`config.mk`:
```
export PLATFORM = sky130hd
export DESIGN_NAME = ftmb_front
export DESIGN_NICKNAME = d
export VERILOG_FILES = /design/src/design/ftmb_pkg.sv /design/src/design/ftmb_front.sv
export SDC_FILE = /design/constraint.sdc
export NUM_CORES = 1
export LEC_CHECK = 0
export ABC_AREA = 0
export CORE_UTILIZATION = 40
export CTS_BUF_LIST = sky130_fd_sc_hd__clkbuf_8
export DETAILED_ROUTE_END_ITERATION = 8
export DONT_BUFFER_PORTS = 1
export GPL_ROUTABILITY_DRIVEN = 0
export GPL_TIMING_DRIVEN = 0
export PLACE_DENSITY = 0.56
export SYNTH_ARGS = -nofsm -noshare
export SYNTH_HDL_FRONTEND = slang
export SYNTH_SLANG_ARGS = --single-unit
```
`constraint.sdc`:
```
create_clock -name clk -period 5.07 [get_ports clk]
set_clock_uncertainty 0.2 [all_clocks]
set_input_delay 0.7605 -clock clk [delete_from_list [all_inputs] [get_ports clk]]
set_output_delay 0.7605 -clock clk [all_outputs]
set_load 0.005 [all_outputs]
```
`src/design/ftmb_pkg.sv`:
```
// ----------------------------------------------------------------------------
// ftmb_pkg
// Shared types, constants and helpers for the feathered tile mosaic blender.
// ----------------------------------------------------------------------------
package ftmb_pkg;

    localparam int IMG_W_DEF = 256;
    localparam int IMG_H_DEF = 256;

    localparam logic [1:0] CMD_ACC = 2'd0;
    localparam logic [1:0] CMD_FIN = 2'd1;
    localparam logic [1:0] CMD_RD  = 2'd2;
    localparam logic [1:0] CMD_NOP = 2'd3;

    localparam logic signed [39:0] S40_MAX = 40'sh7F_FFFF_FFFF;
    localparam logic signed [39:0] S40_MIN = 40'sh80_0000_0000;
    localparam logic [19:0] W20_MAX = 20'hFFFFF;
    localparam logic [16:0] CNT17_MAX = 17'h1FFFF;

    typedef struct packed {
        logic [1:0]        cmd;
        logic [8:0]        s_x;
        logic [8:0]        i_x;
        logic [8:0]        s_y;
        logic [8:0]        i_y;
        logic [23:0]       addr;
        logic              valid;
        logic signed [15:0] smp;
    } item_t;

    typedef enum logic [3:0] {
        ST_CLEAR,
        ST_IDLE,
        ST_WX,
        ST_WY,
        ST_MUL,
        ST_RD,
        ST_RMW,
        ST_WR,
        ST_FRD,
        ST_FDIV,
        ST_FWR,
        ST_PDIV,
        ST_OUT
    } state_t;

    function automatic logic signed [15:0] sat16(input logic signed [40:0] v);
        if (v > 41'sd32767)
            return 16'sh7FFF;
        else if (v < -41'sd32768)
            return 16'sh8000;
        else
            return v[15:0];
    endfunction

    function automatic logic signed [39:0] sat40(input logic signed [40:0] v);
        if (v > 41'(S40_MAX))
            return S40_MAX;
        else if (v < 41'(S40_MIN))
            return S40_MIN;
        else
            return v[39:0];
    endfunction

endpackage

```
`src/design/ftmb_front.sv`:
```
// ----------------------------------------------------------------------------
// ftmb_front
// Command intake: decodes, range checks and queues items for the back end.
// ----------------------------------------------------------------------------
module ftmb_front #(
    parameter int IMG_W = ftmb_pkg::IMG_W_DEF,
    parameter int IMG_H = ftmb_pkg::IMG_H_DEF
) (
    input  logic                clk,
    input  logic                rst_n,
    input  logic                start,
    input  logic [1:0]          command,
    input  logic [7:0]          tile_x0,
    input  logic [7:0]          tile_y0,
    input  logic [8:0]          tile_w,
    input  logic [8:0]          tile_h,
    input  logic [7:0]          pos_x,
    input  logic [7:0]          pos_y,
    input  logic signed [15:0]  sample,
    output logic                full,
    output logic                q_valid,
    output ftmb_pkg::item_t     q_item,
    input  logic                q_pop
);

    ftmb_pkg::item_t ent_reg [2];
    logic [1:0] cnt_reg;
    logic       rp_reg, wp_reg;
    ftmb_pkg::item_t it;
    logic [9:0] x, y;
    logic push;

    always_comb
    begin
        it      = '0;
        it.cmd  = command;
        it.smp  = sample;
        it.s_x  = tile_w;
        it.s_y  = tile_h;
        it.i_x  = {1'b0, pos_x};
        it.i_y  = {1'b0, pos_y};
        if (command == ftmb_pkg::CMD_RD)
        begin
            x = {2'b0, pos_x};
            y = {2'b0, pos_y};
            it.valid = (32'(x) < IMG_W) && (32'(y) < IMG_H);
        end
        else
        begin
            x = {2'b0, tile_x0} + {2'b0, pos_x};
            y = {2'b0, tile_y0} + {2'b0, pos_y};
            it.valid = (tile_w != 0) && (tile_h != 0) && ({1'b0, pos_x} < tile_w)
                && ({1'b0, pos_y} < tile_h) && (32'(x) < IMG_W) && (32'(y) < IMG_H);
        end
        it.addr = 24'(32'(y) * IMG_W + 32'(x));
    end

    assign full    = cnt_reg == 2'd2;
    assign push    = start && !full && (command != ftmb_pkg::CMD_NOP);
    assign q_valid = cnt_reg != 2'd0;
    assign q_item  = ent_reg[rp_reg];

    always_ff @(posedge clk or negedge rst_n)
    begin
        if (!rst_n)
        begin
            cnt_reg <= '0;
            rp_reg  <= 1'b0;
            wp_reg  <= 1'b0;
        end
        else
        begin
            cnt_reg <= cnt_reg + 2'(push) - 2'(q_pop);
            if (push)
                wp_reg <= !wp_reg;
            if (q_pop)
                rp_reg <= !rp_reg;
        end
    end

    always_ff @(posedge clk)
    begin
        if (push)
            ent_reg[wp_reg] <= it;
    end

endmodule

```
==> summary.md <==
| Metric | Value |
|---|---|
| Crit path DAT | 3.46 ns |
| Final wirelength | 13.6 mm |
| Cells after synthesis | 447 |
| Maximum vdd drop | 0.000221 V |
| Number of synthesized flops with an enable pin | 142 |
| Hold Fails Final Rpt | 0 |
| Htree depth | 4 |
| Startpoint Class | input port |
| Synthesized area | 6740 um^2 |
| Clk Latency, worst-skew pair | 0.44 ns |
| ANT cells | 0 |
| Hold Crit Class | input port to register |
| CTS tree | yes |
| Via count | 3,600 |
| DPL Wire Length | 9.83 mm |
| Async S/R FF share, synth | 2.74% |
| Clk buf depth | 2 |
| Worst slack, placed | 1.12 ns |
| Drt wl/cell | 19.1 um |
| Post-cts resize count | 0 |
| CTS Root Cell | clkbuf_8 |
| Sequential share of the synthesized area | 64.8% |
| DRC viols | 0 |
| DR iter-0 viols | 132 |
| Final #Nets | 587 |
| Largest area contributor in the netlist | edfxtp_1 |
| Slew Limit Headroom | 36.2% |
| Via density | 5.06 |
| Num ports | 153 |
| Die ar. | 17,400 um^2 |
| Core Area | 16,500 um^2 |
| Max-slew violations | 0 |
| Die Ht | 132 um |
| Max Fanout on Critical Path | 3 |
| Synth Flop Type | edfxtp_1 |
| Global-route wire length before repair | 21.3 mm |
| Final setup vio count | 0 |
| WS Path Type | input port to register |
| Slew @ Worst Pin | 0.955 ns |
| Vias in the first global route | 3,821 |
| Largest cells by area after synthesis | edfxtp_1, mux2_2, ha_1, nor2_1, xnor2_1 |
| Max-cap viol count | 0 |
| Syn avg cell area | 15.1 um^2 |
| Pwr per Cell Area | 475 nW/um^2 |
| Post-CTS setup buffer count | 0 |
| Synth Warn # | 0 |
| RSZ-0062 raised after global routing | no |
| Req. time, crit path | 5.04 ns |
| Port Buf Inserts | 0 |
| DR pass1 iterations | 4 |
| Peak Freq | 287 MHz |
| CTS sink count | 146 |
| Largest net degree at the start of global routing | 30 |
| Layout area overhead | 13.5% |
| Static Leak | 2.77 nW |
| Final worst-path setup slack | 1.58 ns |
| All-Layer GR Usage | 16.7% |
| Initial Utilization | 40.8% |
| Max reg flops | 142 |
| # rows | 47 |
| Clock-pin slew on the worst setup and hold paths | 0.08 ns |
| Routed Antenna Nets | 0 |
| Post-synthesis register bit count | 146 |
| Initial antenna violation count | 0 |
| Inserted Clock Buffers | 17 |
| Share of the synthesized area in the top cell type | 63.3% |
| Final min period | 3.49 ns |
| Yosys cell types | 43 |
| Top post-synthesis cells by count | edfxtp_1, mux2_2, ha_1, nor2_1, nand2_1 |
| Crit share post-route | 68.8% |
| Dpl cells | 679 |
| Share of layout cells above drive strength 1 | 24.4% |
| Status | complete, no violations |
| Layout Cells excl Fill | 712 |
| Crit path capture type | register |
| Most common cell in the netlist | edfxtp_1 |
| Die width | 132 um |
| Gr ovfl total | 0 |
-- through the flow --
step	setup TNS (ns)	utilization, %	cell area, um^2	hold WS (ns)	total power [W]
5_1_grt	0	46.3	7650	0.156	0.00382
4_1_cts	0	46.3	7650	0.158	0.00369
3_3_place_gp	-205.49	42.6	7040	0.265	0.00260
2_1_floorplan	0	-	6770	0.252	0.00237
6_report	0	46.3	7650	0.195	0.00363
3_5_place_dp	0	43.4	7180	0.265	0.00264
-- cells by family (layout without fill, tap and decap cells) --
group,Yosys count,in the layout,synth area share [%]
flip-flops,146,146,64.8
AO/OA/AOI/OAI,50,50,5.27
buffers and inverters,41,79,2.75
multiplexers,74,74,12.3
AND/OR/NAND/NOR,77,77,5.09
XOR/XNOR,22,22,2.86
other,1,8,0.0556
adder cells (fa/ha/maj),36,36,6.91
-- timing repair --
| item | CTS | global route |
|---|---|---|
| hold endpoints to repair | 4 | 0 |
| hold buffers | 1 | 0 |
| endpoints found under the setup margin | 0 | 0 |
-- report_power, final --
| part | internal [W] | switching [W] |
|---|---|---|
| clock network | 0.000624 | 0.000410 |
| logic | 0.000421 | 0.000530 |
| registers | 0.00160 | 0.0000480 |
| total | 0.00264 | 0.000988 |
-- final cells by class --
cell class                      count  area (um^2)
Clock inverter                     15          224
Timing Repair Buffer                6          133
Fill cell                        1455         8880
Sequential cell                   146         4360
Tap cell                          220          275
Buffer                             20          106
Multi-Input combinational cell    267         2230
Inverter                           21         78.8
Clock buffer                       17          234
-- worst max-delay path: stages --
cell and delay (ns):
ha_1 0.20, fa_1 0.41, a21oi_1 0.15, nor2_1 0.07
nor3_1 0.12, nor2_1 0.09, o41ai_1 0.59, nor2_1 0.09
ha_1 0.24, ha_1 0.21, inv_1 0.07, nor2_1 0.07
nand2_1 0.10, xor2_1 0.15, mux2i_1 0.11
-- final timing paths --
path	cells after the start	startpoint	to	slack, ns
hold / removal	1	q_pop	rp_reg	0.20
hold reg to reg	1	cnt_reg[1]	cnt_reg[1]	0.31
min in group asynchronous	1	rst_n	cnt_reg[0]	0.39
setup / recovery	15	tile_x0[0]	ent_reg[1][29]	1.58
max in group asynchronous	1	rst_n	rp_reg	4.10
setup reg to reg	5	cnt_reg[1]	ent_reg[0][25]	2.62
-- routing by layer --
metal / GRT usage (%) / vias to the layer above / routed length (um)
met4: 5.75 / 0 / 214
li1: - / 1717 / -
met5: 0 / - / 0
met3: 8.34 / 17 / 1220
met2: 28.4 / 122 / 6820
met1: 18.1 / 1744 / 5330
-- cells in the final DEF, fill, tap and decap left out, drive strengths merged, types with 2 or more instances in the layout --
cell    Yosys  layout
nor2       28      28
buf         9      14
xnor2      12      12
a211oi      2       2
xor2       10      10
dfrtp       4       4
nand2      23      23
a211o       2       2
o21ai       8       8
a21oi      15      15
mux2i       3       3
mux2       71      71
o21a        2       2
ha         34      34
clkbuf     11      28
or2         3       3
nor4        2       2
nand2b      4       4
edfxtp    142     142
nand4       2       2
o21bai      3       3
nand3       4       4
a31oi       3       3
nor2b       2       2
fa          2       2
inv        21      25
a21o        6       6
clkinv      0       5
bufinv      0       6
conb        1       8
nor3        7       7
(Power assumes the default switching activity.)
